### config.mk
export PLATFORM = sky130hd
export DESIGN_NAME = microstep_phase_sequencer_core
export DESIGN_NICKNAME = d
export VERILOG_FILES = /design/src/rtl/msps_pkg.sv /design/src/rtl/msps_phase.sv /design/src/rtl/msps_ser.sv /design/src/rtl/microstep_phase_sequencer_core.sv
export SDC_FILE = /design/constraint.sdc
export NUM_CORES = 1
export LEC_CHECK = 0
export ABC_AREA = 1
export BUFFER_PORTS_ARGS = -buffer_cell sky130_fd_sc_hd__clkbuf_2
export CELL_PAD_IN_SITES_DETAIL_PLACEMENT = 1
export CELL_PAD_IN_SITES_GLOBAL_PLACEMENT = 2
export CORE_UTILIZATION = 39
export CTS_BUF_LIST = sky130_fd_sc_hd__clkbuf_8 sky130_fd_sc_hd__clkbuf_16
export CTS_CLUSTER_SIZE = 14
export DETAILED_ROUTE_END_ITERATION = 6
export GPL_ROUTABILITY_DRIVEN = 0
export GPL_TIMING_DRIVEN = 0
export PLACE_DENSITY = 0.95
export RECOVER_POWER = 100
export SYNTH_ARGS = -nofsm -noshare
export SYNTH_HDL_FRONTEND = slang
export SYNTH_SLANG_ARGS = --single-unit
### constraint.sdc
create_clock -name clk_i -period 5.5 [get_ports clk_i]
set_input_delay 1.1 -clock clk_i [delete_from_list [all_inputs] [get_ports clk_i]]
set_output_delay 1.1 -clock clk_i [all_outputs]
set_load 0.01 [all_outputs]
### src/rtl/msps_pkg.sv
`timescale 1ns / 1ps

package msps_pkg;

  localparam int unsigned Phases       = 32;
  localparam int unsigned WordBits     = 19;
  localparam int unsigned CtrlBits     = 19;
  localparam int unsigned RomIdxBits   = 5;
  localparam int unsigned RomDepth     = 1 << RomIdxBits;
  localparam int unsigned RomBits      = 19;
  localparam int unsigned PhaseArgBits = 8;

  typedef logic [RomBits-1:0]  rom_word_t;
  typedef logic [CtrlBits-1:0] ctrl_word_t;

  typedef enum logic [1:0] {
    FUNC_CTRL   = 2'd0,
    FUNC_FWD    = 2'd1,
    FUNC_BACK   = 2'd2,
    FUNC_RESEND = 2'd3
  } func_e;

  // excitation table, one entry per microstep phase
  localparam rom_word_t ExciteRom [RomDepth] = '{
    19'h1E07E, 19'h1E67C, 19'h1EC74, 19'h1F1E8, 19'h1F658, 19'h1FA46, 19'h1FD30, 19'h1FF18,
    19'h1DF80, 19'h1DF18, 19'h1DD30, 19'h1DA46, 19'h1D658, 19'h1D1E8, 19'h1CC74, 19'h1C67C,
    19'h1807E, 19'h1867C, 19'h18C74, 19'h191E8, 19'h19658, 19'h19A46, 19'h19D30, 19'h19F18,
    19'h1BF80, 19'h1BF18, 19'h1BD30, 19'h1BA46, 19'h1B658, 19'h1B1E8, 19'h1AC74, 19'h1A67C
  };

  // table wraps modulo its depth
  function automatic rom_word_t rom_lookup(input logic [PhaseArgBits-1:0] idx);
    return ExciteRom[idx[RomIdxBits-1:0]];
  endfunction

endpackage

### src/rtl/msps_phase.sv
`timescale 1ns / 1ps

module msps_phase #(
  parameter int unsigned Phases   = msps_pkg::Phases,
  parameter int unsigned WordBits = msps_pkg::WordBits
) (
  input  logic                      clk_i,
  input  logic                      rst_ni,
  input  logic                      load_i,
  input  logic [1:0]                func_i,
  input  msps_pkg::ctrl_word_t      ctrl_i,
  output logic [WordBits-1:0]       word_o
);
  import msps_pkg::*;

  localparam int unsigned IdxW = $clog2(Phases);
  localparam logic [IdxW-1:0] IdxLast = IdxW'(Phases - 1);

  logic [IdxW-1:0] phase_q, phase_d, sel_idx;
  func_e           func;
  rom_word_t       rom_word;

  assign func = func_e'(func_i);

  always_comb begin
    unique case (func)
      FUNC_FWD:  sel_idx = (phase_q == '0) ? IdxLast : phase_q - IdxW'(1);
      FUNC_BACK: sel_idx = (phase_q == IdxLast) ? '0 : phase_q + IdxW'(1);
      default:   sel_idx = phase_q;
    endcase
  end

  assign rom_word = rom_lookup(PhaseArgBits'(sel_idx));

  // control word or table entry, zero-padded or cut to the word width
  assign word_o = (func == FUNC_CTRL) ? WordBits'(ctrl_i) : WordBits'(rom_word);

  assign phase_d = load_i ? sel_idx : phase_q;

  always_ff @(posedge clk_i or negedge rst_ni) begin
    if (!rst_ni) begin
      phase_q <= '0;
    end else begin
      phase_q <= phase_d;
    end
  end

endmodule

### src/rtl/msps_ser.sv
`timescale 1ns / 1ps

module msps_ser #(
  parameter int unsigned WordBits = msps_pkg::WordBits
) (
  input  logic                clk_i,
  input  logic                rst_ni,
  input  logic                load_i,
  input  logic                axis_i,
  input  logic [WordBits-1:0] word_i,
  output logic                can_load_o,
  output logic                out_valid_o,
  input  logic                out_ready_i,
  output logic                axis_select_o,
  output logic                data_bit_o,
  output logic                last_o
);

  localparam int unsigned CntW = $clog2(WordBits + 1);

  logic                valid_q, valid_d;
  logic [CntW-1:0]     cnt_q, cnt_d;
  logic [WordBits-1:0] shift_q, shift_d;
  logic                axis_q, axis_d;
  logic                take;

  assign take       = valid_q && out_ready_i;
  assign last_o     = (cnt_q == CntW'(1));
  assign can_load_o = !valid_q || (take && last_o);

  always_comb begin
    valid_d = valid_q;
    cnt_d   = cnt_q;
    shift_d = shift_q;
    axis_d  = axis_q;
    if (load_i) begin
      valid_d = 1'b1;
      cnt_d   = CntW'(WordBits);
      shift_d = word_i;
      axis_d  = axis_i;
    end else if (take) begin
      valid_d = !last_o;
      cnt_d   = cnt_q - CntW'(1);
      shift_d = shift_q << 1;
    end
  end

  always_ff @(posedge clk_i or negedge rst_ni) begin
    if (!rst_ni) begin
      valid_q <= 1'b0;
      cnt_q   <= '0;
    end else begin
      valid_q <= valid_d;
      cnt_q   <= cnt_d;
    end
  end

  always_ff @(posedge clk_i) begin
    shift_q <= shift_d;
    axis_q  <= axis_d;
  end

  assign out_valid_o   = valid_q;
  assign axis_select_o = axis_q;
  assign data_bit_o    = shift_q[WordBits-1];

endmodule

### src/rtl/microstep_phase_sequencer_core.sv
`timescale 1ns / 1ps

// Microstep sequencer for two stepper drivers sharing one phase index. Each command
// (send control word, step forward, step back, resend phase) is sent out as
// WordBits serial words, one data bit per word, MSB first, with last high on the
// final bit and axis_select naming the target driver. The output shift register
// moves one bit per cycle while the output is not stalled. A command register in
// front of it takes the next command while the current word is still shifting, so
// consecutive commands stream with no gap. The phase index steps and the table is
// read in the cycle the command is handed to the shift register.

module microstep_phase_sequencer_core #(
  parameter int unsigned Phases   = msps_pkg::Phases,
  parameter int unsigned WordBits = msps_pkg::WordBits
) (
  input  logic                 clk_i,
  input  logic                 rst_ni,
  // command channel
  input  logic                 in_valid_i,
  output logic                 in_ready_o,
  input  logic [1:0]           func_i,
  input  logic                 axis_i,
  // control register write
  input  logic                 cfg_valid_i,
  output logic                 cfg_ready_o,
  input  msps_pkg::ctrl_word_t cfg_data_i,
  // serial bit channel
  output logic                 out_valid_o,
  input  logic                 out_ready_i,
  output logic                 axis_select_o,
  output logic                 data_bit_o,
  output logic                 last_o
);
  import msps_pkg::*;

  // command register
  logic       cmd_valid_q, cmd_valid_d;
  logic [1:0] func_q;
  logic       axis_q;
  logic       can_load, load;

  // driver control word
  ctrl_word_t ctrl_q;

  logic [WordBits-1:0] word;

  assign load       = cmd_valid_q && can_load;
  assign in_ready_o = !cmd_valid_q || load;
  assign cfg_ready_o = 1'b1;

  always_comb begin
    cmd_valid_d = cmd_valid_q;
    if (in_valid_i && in_ready_o) begin
      cmd_valid_d = 1'b1;
    end else if (load) begin
      cmd_valid_d = 1'b0;
    end
  end

  always_ff @(posedge clk_i or negedge rst_ni) begin
    if (!rst_ni) begin
      cmd_valid_q <= 1'b0;
      ctrl_q      <= '0;
    end else begin
      cmd_valid_q <= cmd_valid_d;
      if (cfg_valid_i) begin
        ctrl_q <= cfg_data_i;
      end
    end
  end

  // command payload, no reset needed
  always_ff @(posedge clk_i) begin
    if (in_valid_i && in_ready_o) begin
      func_q <= func_i;
      axis_q <= axis_i;
    end
  end

  // phase step and table lookup, picks the word to send
  msps_phase #(
    .Phases   (Phases),
    .WordBits (WordBits)
  ) u_phase (
    .clk_i  (clk_i),
    .rst_ni (rst_ni),
    .load_i (load),
    .func_i (func_q),
    .ctrl_i (ctrl_q),
    .word_o (word)
  );

  // output shift register
  msps_ser #(
    .WordBits (WordBits)
  ) u_ser (
    .clk_i         (clk_i),
    .rst_ni        (rst_ni),
    .load_i        (load),
    .axis_i        (axis_q),
    .word_i        (word),
    .can_load_o    (can_load),
    .out_valid_o   (out_valid_o),
    .out_ready_i   (out_ready_i),
    .axis_select_o (axis_select_o),
    .data_bit_o    (data_bit_o),
    .last_o        (last_o)
  );

endmodule

==> results of run 1 <==
power by group:
part	switching, mW	total (mW)	internal [mW]
combinational	0.365	0.564	0.199
sequential	0.0478	0.545	0.497
clock	0.133	0.267	0.134
total	0.546	1.38	0.830
cells in the mapped netlist:
library cell	n	area share, %
a21boi_2	1	0.37
inv_2	3	0.37
nand4_1	3	0.62
nor2_8	2	1.3
clkbuf_1	3	0.37
xor2_1	2	0.58
edfxtp_1	23	23
nand3_1	27	4.5
a22oi_1	1	0.25
buf_4	3	0.75
nand2_1	93	12
nor2_2	2	0.41
nand3_2	1	0.33
a21oi_2	1	0.29
o21ai_2	3	0.87
nand2_2	3	0.62
inv_1	50	6.2
a21oi_1	5	0.83
o21ai_1	4	0.66
conb_1	1	0.12
o31ai_1	1	0.25
inv_6	1	0.29
clkinv_1	1	0.12
ha_1	14	5.8
o21ai_0	27	4.5
dfrtp_1	31	26
a31oi_1	2	0.41
buf_2	2	0.33
mux2_2	9	3.4
buf_6	4	1.5
o22ai_1	7	1.4
nor2_1	14	1.7
nand2_4	2	0.75
through the flow:
| stage | cells | power (mW) | worst slack (ns) | hold slack, ns |
|---|---|---|---|---|
| 2_1_floorplan | 346 | 0.9853 | 2.950 | 0.4003 |
| 3_5_place_dp | 475 | 1.134 | 2.584 | 0.4152 |
| 4_1_cts | 483 | 1.401 | 2.726 | 0.4394 |
| 6_report | 483 | 1.375 | 1.690 | 0.4365 |
| 3_3_place_gp | 475 | 1.104 | 2.656 | 0.4032 |
| 5_1_grt | 483 | 1.496 | 1.389 | 0.4533 |
final timing paths:
path | cells after the start | slack [ns] | end
worst min register to register | 0 | 0.44 | u_ser.axis_select_o$_DFFE_PP_
max in group asynchronous | 1 | 3.26 | u_phase.phase_q[2]$_DFFE_PN0P_
min in group asynchronous | 1 | 1.24 | ctrl_q[0]$_DFFE_PN0P_
worst max register to register | 12 | 1.81 | u_ser.shift_q[12]$_DFFE_PP_
worst min-delay path | 0 | 0.44 | u_ser.axis_select_o$_DFFE_PP_
worst max-delay path | 11 | 1.69 | u_ser.shift_q[12]$_DFFE_PP_
critical path, cell delays in order:
cell and delay (ns):
clkbuf_2 0.08, inv_1 0.03, nand2_1 0.08, nand2_1 0.09
nor2_1 0.72, clkinvlp_2 0.71, nor2_1 0.40, clkbuf_1 0.37
nand3_1 0.19, nand2_1 0.09, inv_1 0.04
sequential cells by signal (all words and copies together), names as in the netlist:
name                 cells
ctrl_q                  19
u_ser.shift_q           19
u_phase.phase_q          5
u_ser.cnt_q              5
func_q                   2
axis_q                   1
cmd_valid_q              1
u_ser.axis_select_o      1
u_ser.out_valid_o        1
logic make-up after synthesis:
logic type | after synthesis
AO/OA/AOI/OAI | 52
XOR/XNOR | 2
adder cells (fa/ha/maj) | 14
buffers and inverters | 67
flip-flops | 54
multiplexers | 9
other | 1
AND/OR/NAND/NOR | 147
cell type report:
| class | count | area (um2) | area share, % |
|---|---|---|---|
| multi-input combinational | 225 | 1210 | 36.23 |
| buffer | 12 | 78.83 | 2.360 |
| timing repair buffer | 30 | 143.9 | 4.309 |
| clock buffer | 5 | 68.82 | 2.061 |
| tap | 99 | 123.9 | 3.709 |
| inverter | 55 | 207.7 | 6.220 |
| clock inverter | 3 | 40.04 | 1.199 |
| sequential | 54 | 1466 | 43.91 |
per-layer routing:
layer  GRT usage (%)  part of all wire (%)  up-vias  wire, um
li1                -                     -     1184         -
met1           23.59                    46     1149      3214
met2           33.21                    51       28      3602
met3           2.792                   2.2        9       154
met4           4.973                   1.2        0        88
met5               0                     0        -         0
==> flow_summary.toml, run 1 <==
[sta]
final.setup_skew_ns = 0.007339
fin_setup_tns_ns = 0
fin_crit_ns = 3.810
clock.fmax_mhz = 262.5
min_period_over_period_pct = 69.27
finalMaxSlewViolations = 32
hold_violations = 0
slew_headroom_pct = -15.86
setup_viol = 0
rsz0062_at_grt = "no"
tightest_slew_ns = 1.738

[floorplan]
die_area_um2 = 8104
start_util_pct = 41.00
die_h_um = 90.02
row_count = 31
dieWidth_um = 90.02
core_um2 = 7370
io_pins = 33

[synthesis]
ys_ff_latch = 54
synthAdderAreaFrac_pct = 5.797
yosysWarnings = 0
synth-seq-area-share_pct = 48.53
synth_top_family_by_area = "simple AND/OR/NAND/NOR gates"
synth_fp_nets = 387
yosysUniqueCellTypes = 33
synthCells = 346
yosys.area_share.simple_pct = 21.82
avgSynthCellArea_um2 = 8.733
syn_area_um2 = 3022
synth_compound_area_share_pct = 9.855
synth_xor_area_share_pct = 0.5797
muxShareOfSynthArea_pct = 3.354

[setup_path]
required_ns = 5.58
worstSetupPathType = "input port to flop"
crit_start = "out_ready_i"
reg2reg_from = "u_ser.cnt_q[1]$_DFFE_PN0P_"
crit_path_max_fanout = 10
arrival_ns = 3.89
cp-start-kind = "input port"
critPathCaptureType = "flop"

[global_routing]
grt_pass1_wl_um = 12160
grt_max_degree = 32
overflow = 0
antenna_found_initial = 0
first_global_vias = 2504
track_usage_pct = 18.68

[final_layout]
utilization_pct = 45.31
antenna_cells = 0
fin_area_um2 = 3339
num-fill-cells = 911
drive_above_1_share_pct = 16.41
syn2layout_area_growth_pct = 10.52
fin_nets = 424
layout_commonest_cell = "nand2_1"
final_cell_mix = "nand2_1 (94), inv_1 (50), dfrtp_1 (31)"

[outcome]
status = "complete, but fails checks"
failed_checks = "max-capacitance violations, max-slew violations"

[hold_path]
hold_path_class = "flop to flop"
min_from = "axis_q$_DFFE_PP_"

[clocking]
cts.repair.resized = 0
clockRootBuffer = "clkbuf_8"
cts_buffers = 5
postCtsSetupBuffers = 0
ctsHtreeMaxLevel = 2
path_clk_slew_ns = 0.10
clockBufferDepth = 2
ctsHoldBuffers = 0
clock_sinks = 54
insertion_delay_ns = 0.31
tritoncts = "yes"

[pwr]
power_leakage_nw = 1.648
p_per_area_nw_per_um2 = 411.8
peakVddDrop_v = 0.0002222

[detailed_routing]
wire_per_inst_um = 14.62
finalWirelength_um = 7060
drt_drc_violations_left = 0
viasPerCell = 4.907
vias = 2370
ant_nets = 0
dr.pass1.iters = 4
drt_iter0_drc = 87

[place]
placed_area_um2 = 3296
io_buffer_count = 30
dp_hpwl_um = 5354

[job]
maxCapViolCount = 1
Note: power is estimated with default switching activity, not from simulation.
==> run 2, diff against run 1 <==
--- a/config.mk
+++ b/config.mk
@@ -5,17 +5,17 @@
 export SDC_FILE = /design/constraint.sdc
 export NUM_CORES = 1
 export LEC_CHECK = 0
-export ABC_AREA = 1
+export ABC_AREA = 0
 export BUFFER_PORTS_ARGS = -buffer_cell sky130_fd_sc_hd__clkbuf_2
 export CELL_PAD_IN_SITES_DETAIL_PLACEMENT = 1
 export CELL_PAD_IN_SITES_GLOBAL_PLACEMENT = 2
-export CORE_UTILIZATION = 39
+export CORE_UTILIZATION = 34
 export CTS_BUF_LIST = sky130_fd_sc_hd__clkbuf_8 sky130_fd_sc_hd__clkbuf_16
 export CTS_CLUSTER_SIZE = 14
 export DETAILED_ROUTE_END_ITERATION = 6
 export GPL_ROUTABILITY_DRIVEN = 0
 export GPL_TIMING_DRIVEN = 0
-export PLACE_DENSITY = 0.95
+export PLACE_DENSITY = 0.87
 export RECOVER_POWER = 100
 export SYNTH_ARGS = -nofsm -noshare
 export SYNTH_HDL_FRONTEND = slang
==> constraint.sdc (replaced) <==
create_clock -name clk_i -period 3.4 [get_ports clk_i]
set_input_delay 0.68 -clock clk_i [delete_from_list [all_inputs] [get_ports clk_i]]
set_output_delay 0.68 -clock clk_i [all_outputs]
set_load 0.01 [all_outputs]
==> flow_summary.toml, run 2 <==
[synthesis]
synth_common_cells = "dfrtp_1 (31), nand2_1 (27), edfxtp_1 (23)"
synth-seq-area-share_pct = 50.02
ys.flop_type = "dfrtp_1"
synth_top_area_share_pct = 26.46
ys_top_cells_by_area = "dfrtp_1 (26%), edfxtp_1 (24%), mux2_2 (6.1%)"
yosys.area.top_type = "dfrtp_1"
syn_area_um2 = 2932
synth_edf_count = 23
synthCells = 271
synth.most_common_cell = "dfrtp_1"
synth_fp_nets = 312
avgSynthCellArea_um2 = 10.82
yosysUniqueCellTypes = 59
yosysWarnings = 0
async_reset_ff_share_pct = 57.41
ys_ff_latch = 54

[detailed_routing]
finalWirelength_um = 6743
drt_iter0_drc = 111
vias = 2139
viasPerCell = 5.142
dr.pass1.iters = 4
wire_per_inst_um = 16.21
drt_drc_violations_left = 0
top_layer = "met4"
wl_met3_um = 143
m1WireLength_um = 3160
met2_wirelength_um = 3371
ant_nets = 0

[sta]
final.setup_skew_ns = 0.006588
tightest_slew_ns = 1.739
layout_setup_ws_ns = 0.2498
finalMaxSlewViolations = 32
hold_violations = 0
min_period_over_period_pct = 92.65
clock.fmax_mhz = 317.4
fin_setup_tns_ns = 0
fin_crit_ns = 3.150
rsz0062_at_grt = "no"
slew_headroom_pct = -15.95
setup_viol = 0

[floorplan]
die_area_um2 = 8997
io_pins = 33
row_count = 33
start_util_pct = 35.32
die_h_um = 94.86
dieWidth_um = 94.86
core_um2 = 8299

[clocking]
insertion_delay_ns = 0.31
cts_buffers = 5
tritoncts = "yes"
clockRootBuffer = "clkbuf_8"
ctsHoldBuffers = 0
ctsHtreeMaxLevel = 2
clock_sinks = 54
cts.repair.resized = 0
path_clk_slew_ns = 0.10
postCtsSetupBuffers = 0
clockBufferDepth = 2

[final_layout]
final_cells = 416
drive_above_1_share_pct = 20.58
fin_area_um2 = 3292
antenna_cells = 0
fin_nets = 351
layout_commonest_cell = "dfrtp_1"
final_cell_mix = "dfrtp_1 (31), nand2_1 (27), clkbuf_2 (25)"
reg_top3 = "ctrl_q: 19 flops, u_ser.shift_q: 19 flops"
syn2layout_area_growth_pct = 12.29

[place]
pre_cts_slack_ns = 0.2165
dp_cells = 408
dp_hpwl_um = 5110
placed_area_um2 = 3249
io_buffer_count = 31

[global_routing]
first_global_vias = 2256
antenna_found_initial = 0
overflow = 0
track_usage_pct = 16.39
grt_max_degree = 32
grt_pass1_wl_um = 11270

[pwr]
p_total_mw = 2.033
p_per_area_nw_per_um2 = 617.5
peakVddDrop_v = 0.0002656
power_leakage_nw = 1.420

[job]
maxCapViolCount = 1

[setup_path]
crit_path_max_fanout = 7
arrival_ns = 3.22
required_ns = 3.47
critPathCaptureType = "flop"
cp-start-kind = "flop"
worstSetupPathType = "flop to flop"

[outcome]
status = "complete, but fails checks"
failed_checks = "max-capacitance violations, max-slew violations"

[hold_path]
hold_path_class = "flop to flop"
run 2: changes by cell type after synthesis, moves of 3 or more:
cell / delta
buf_2: +4
nand2b_1: +4
o21ai_2: -3
mux2_2: +7
nand4_1: -3
inv_1: -35
nor2b_1: +3
nand3_1: -24
o21ai_0: -6
mux2i_1: +7
and3_1: +4
nor3_1: +6
nand2_1: -66
run 2: layout make-up:
type / count / area, um2
multi-input combinational: 186 / 1313
tap: 105 / 131.4
fill: 952 / 5007
timing repair buffer: 32 / 150.1
sequential: 54 / 1466
clock buffer: 5 / 68.82
clock inverter: 3 / 20.02
buffer: 15 / 82.58
inverter: 16 / 60.06
run 2: critical path, stage by stage (launching register included):
cell	delay, ns
dfrtp_1	0.46
ha_1	0.24
and3_1	0.18
ha_1	0.19
nor2b_1	0.09
o21ai_0	0.16
o2bb2ai_1	0.36
inv_1	0.28
ha_1	0.31
mux2i_1	0.19
mux2i_1	0.12
a221o_1	0.32
run 2: kinds of logic (layout without fill, tap and decap cells):
| family | Yosys count | in the layout | synth area share (%) |
|---|---|---|---|
| AOI/OAI and AO/OA | 71 | 71 | 16.18 |
| and+or+nand+nor | 71 | 71 | 12.16 |
| DFF | 54 | 54 | 50.02 |
| buffers and inverters | 31 | 71 | 4.993 |
| muxes | 24 | 24 | 9.048 |
| adders and majority gates | 14 | 14 | 5.975 |
| xor gates and xnor gates | 5 | 5 | 1.494 |
| other | 1 | 1 | 0.1279 |
run 2: layer usage:
layer	up-vias	global-route usage, %
li1	1051	-
met1	1052	21.41
met2	31	27.88
met3	5	2.496
met4	0	4.924
met5	-	0
run 2: worst paths after layout:
path | from | end | slack (ns) | cells past startpoint
max | u_phase.phase_q[0]$_DFFE_PN0P_ | u_ser.shift_q[1]$_DFFE_PP_ | 0.25 | 11
min | axis_q$_DFFE_PP_ | u_ser.axis_select_o$_DFFE_PP_ | 0.43 | 0
max reg2reg | u_phase.phase_q[0]$_DFFE_PN0P_ | u_ser.shift_q[1]$_DFFE_PP_ | 0.25 | 11
min reg2reg | axis_q$_DFFE_PP_ | u_ser.axis_select_o$_DFFE_PP_ | 0.43 | 0
max in group asynchronous | rst_ni | ctrl_q[13]$_DFFE_PN0P_ | 1.59 | 1
min in group asynchronous | rst_ni | ctrl_q[4]$_DFFE_PN0P_ | 0.81 | 1
run 2: power breakdown:
part	leakage (nW)	total, mW	internal (mW)	switching, mW
registers	0.588	0.879	0.798	0.0812
logic	0.790	0.788	0.329	0.459
clock network	0.0422	0.365	0.146	0.220
total	1.42	2.03	1.27	0.760
run 2: through the flow:
step / utilization [%] / hold WS (ns)
global route: 39.67 / 0.4609
CTS: 40.22 / 0.4316
detailed placement: 39.15 / 0.4070
floorplan: - / 0.3844
global placement: 38.78 / 0.4192
finish: 39.67 / 0.4318
==> run 3, diff against run 2 <==
--- a/config.mk
+++ b/config.mk
@@ -9,11 +9,12 @@
 export BUFFER_PORTS_ARGS = -buffer_cell sky130_fd_sc_hd__clkbuf_2
 export CELL_PAD_IN_SITES_DETAIL_PLACEMENT = 1
 export CELL_PAD_IN_SITES_GLOBAL_PLACEMENT = 2
+export CORE_ASPECT_RATIO = 1.75
 export CORE_UTILIZATION = 34
 export CTS_BUF_LIST = sky130_fd_sc_hd__clkbuf_8 sky130_fd_sc_hd__clkbuf_16
 export CTS_CLUSTER_SIZE = 14
 export DETAILED_ROUTE_END_ITERATION = 6
-export GPL_ROUTABILITY_DRIVEN = 0
+export GPL_ROUTABILITY_DRIVEN = 1
 export GPL_TIMING_DRIVEN = 0
 export PLACE_DENSITY = 0.87
 export RECOVER_POWER = 100
==> flow_summary.toml, run 3 (synthesis gave the netlist of run 2 again) <==
[clocking]
clock_sinks = 54
clockBufferDepth = 2
postCtsSetupBuffers = 0
ctsHtreeMaxLevel = 2
insertion_delay_ns = 0.29
clockRootBuffer = "clkbuf_16"
ctsHoldBuffers = 0
cts.repair.resized = 0
tritoncts = "yes"
cts_buffers = 5
path_clk_slew_ns = 0.07

[pwr]
peakVddDrop_v = 0.0004185
p_per_area_nw_per_um2 = 664.7
power_leakage_nw = 1.463
p_total_mw = 2.247

[setup_path]
worstSetupPathType = "flop to flop"
path_common_cell = "ha_1"
required_ns = 3.44
critPathMaxStageDelay_ns = 0.46
crit_path_max_fanout = 7
critPathCaptureType = "flop"
cp-start-kind = "flop"
cp_top_family = "compound AO/OA/AOI/OAI gates"
crit_buf_inv = 1
cpMaxStageDelayCell = "dfrtp_1"
cp_cell_sequence = "ha_1, and3_1, ha_1, nor2b_1, o21ai_0, o2bb2ai_1, inv_1, ha_1, mux2i_1, o22ai_1, a221o_1"
arrival_ns = 3.20

[final_layout]
layout_commonest_cell = "dfrtp_1"
reg_top3 = "ctrl_q: 19 flops, u_ser.shift_q: 19 flops"
num-fill-cells = 940
utilization_pct = 40.67
antenna_cells = 0
syn2layout_area_growth_pct = 15.32
fin_nets = 351
drive_above_1_share_pct = 20.26
final_cell_mix = "dfrtp_1 (31), nand2_1 (28), clkbuf_2 (25)"

[sta]
tightest_slew_ns = 1.759
hold_violations = 0
setup_viol = 0
finalMaxSlewViolations = 32
final.setup_skew_ns = 0.008093
slew_headroom_pct = -17.28
fin_setup_tns_ns = 0
fin_crit_ns = 3.159
hold_slack_ns = 0.4270
min_period_over_period_pct = 92.90
clock.fmax_mhz = 316.6
rsz0062_at_grt = "no"

[outcome]
status = "complete, but fails checks"
failed_checks = "max-capacitance violations, max-slew violations"

[floorplan]
die_area_um2 = 9012
io_pins = 33
die_h_um = 124.8
dieWidth_um = 72.19
row_count = 44
start_util_pct = 35.26
core_um2 = 8313

[global_routing]
track_usage_pct = 17.24
grt_max_degree = 32
overflow = 0
grt_pass1_wl_um = 11940
antenna_found_initial = 0
first_global_vias = 2317

[place]
dp_hpwl_um = 5384
io_buffer_count = 31
place.gp.congestion = 0.8396

[detailed_routing]
drt_drc_violations_left = 0
vias = 2168
viasPerCell = 5.089
ant_nets = 0
finalWirelength_um = 7040
dr.pass1.iters = 5
wire_per_inst_um = 16.53
drt_iter0_drc = 82

[job]
maxCapViolCount = 1

[hold_path]
hold_path_class = "flop to flop"
==> run 3: changes by cell type in the layout (fill, tap and decap cells not counted), sizes merged <==
| cell | delta |
|---|---|
| bufinv | +1 |
| clkinvlp | -1 |
==> run 3: path summary, 6_finish.rpt <==
kind / from / end / slack (ns) / cells after the start
setup / recovery: u_phase.phase_q[0]$_DFFE_PN0P_ / u_ser.shift_q[7]$_DFFE_PP_ / 0.24 / 11
hold / removal: axis_q$_DFFE_PP_ / u_ser.axis_select_o$_DFFE_PP_ / 0.43 / 0
setup reg to reg: u_phase.phase_q[0]$_DFFE_PN0P_ / u_ser.shift_q[7]$_DFFE_PP_ / 0.24 / 11
hold reg to reg: axis_q$_DFFE_PP_ / u_ser.axis_select_o$_DFFE_PP_ / 0.43 / 0
max in group asynchronous: rst_ni / ctrl_q[2]$_DFFE_PN0P_ / 1.54 / 1
min in group asynchronous: rst_ni / ctrl_q[16]$_DFFE_PN0P_ / 0.84 / 1
==> run 3: per-stage QoR <==
| stage | cell area [um2] | instances | setup slack [ns] |
|---|---|---|---|
| finish | 3381 | 426 | 0.2413 |
| global route | 3381 | 426 | 0.07839 |
| CTS | 3430 | 426 | 0.2566 |
| detailed placement | 3262 | 418 | 0.3093 |
| global placement | 3231 | 417 | 0.3083 |
| floorplan | 2932 | 271 | 0.7835 |
==> run 3: worst register-to-register path, delay by kind of cell, from the launching register on <==
kind,cells,cell delay (ns)
simple gates,2,0.25
buf+inv,1,0.30
flops,1,0.46
compound gates,4,0.98
mux,1,0.20
fa+ha+maj,3,0.73
==> run 3: where the power goes <==
| part | internal [mW] | total, mW | switching, mW |
|---|---|---|---|
| registers | 0.799 | 0.881 | 0.0818 |
| clock network | 0.347 | 0.582 | 0.236 |
| logic | 0.328 | 0.784 | 0.455 |
| total | 1.47 | 2.25 | 0.773 |
==> run 3: layout make-up <==
class / instances / area [um2] / share of cell area, %
Timing Repair Buffer: 32 / 150.1 / 4.441
Clock buffer: 5 / 125.1 / 3.701
Clock inverter: 3 / 42.54 / 1.258
Inverter: 16 / 60.06 / 1.776
Tap cell: 115 / 143.9 / 4.256
Buffer: 15 / 82.58 / 2.443
Sequential cell: 54 / 1466 / 43.38
Multi-Input combinational cell: 186 / 1310 / 38.75
==> run 3: metal layers <==
metal / global-route usage (%) / part of all wire, %
met1: 19.98 / 40
met2: 31.56 / 57
met3: 1.214 / 1.8
met4: 7.266 / 1.9
met5: 0 / 0
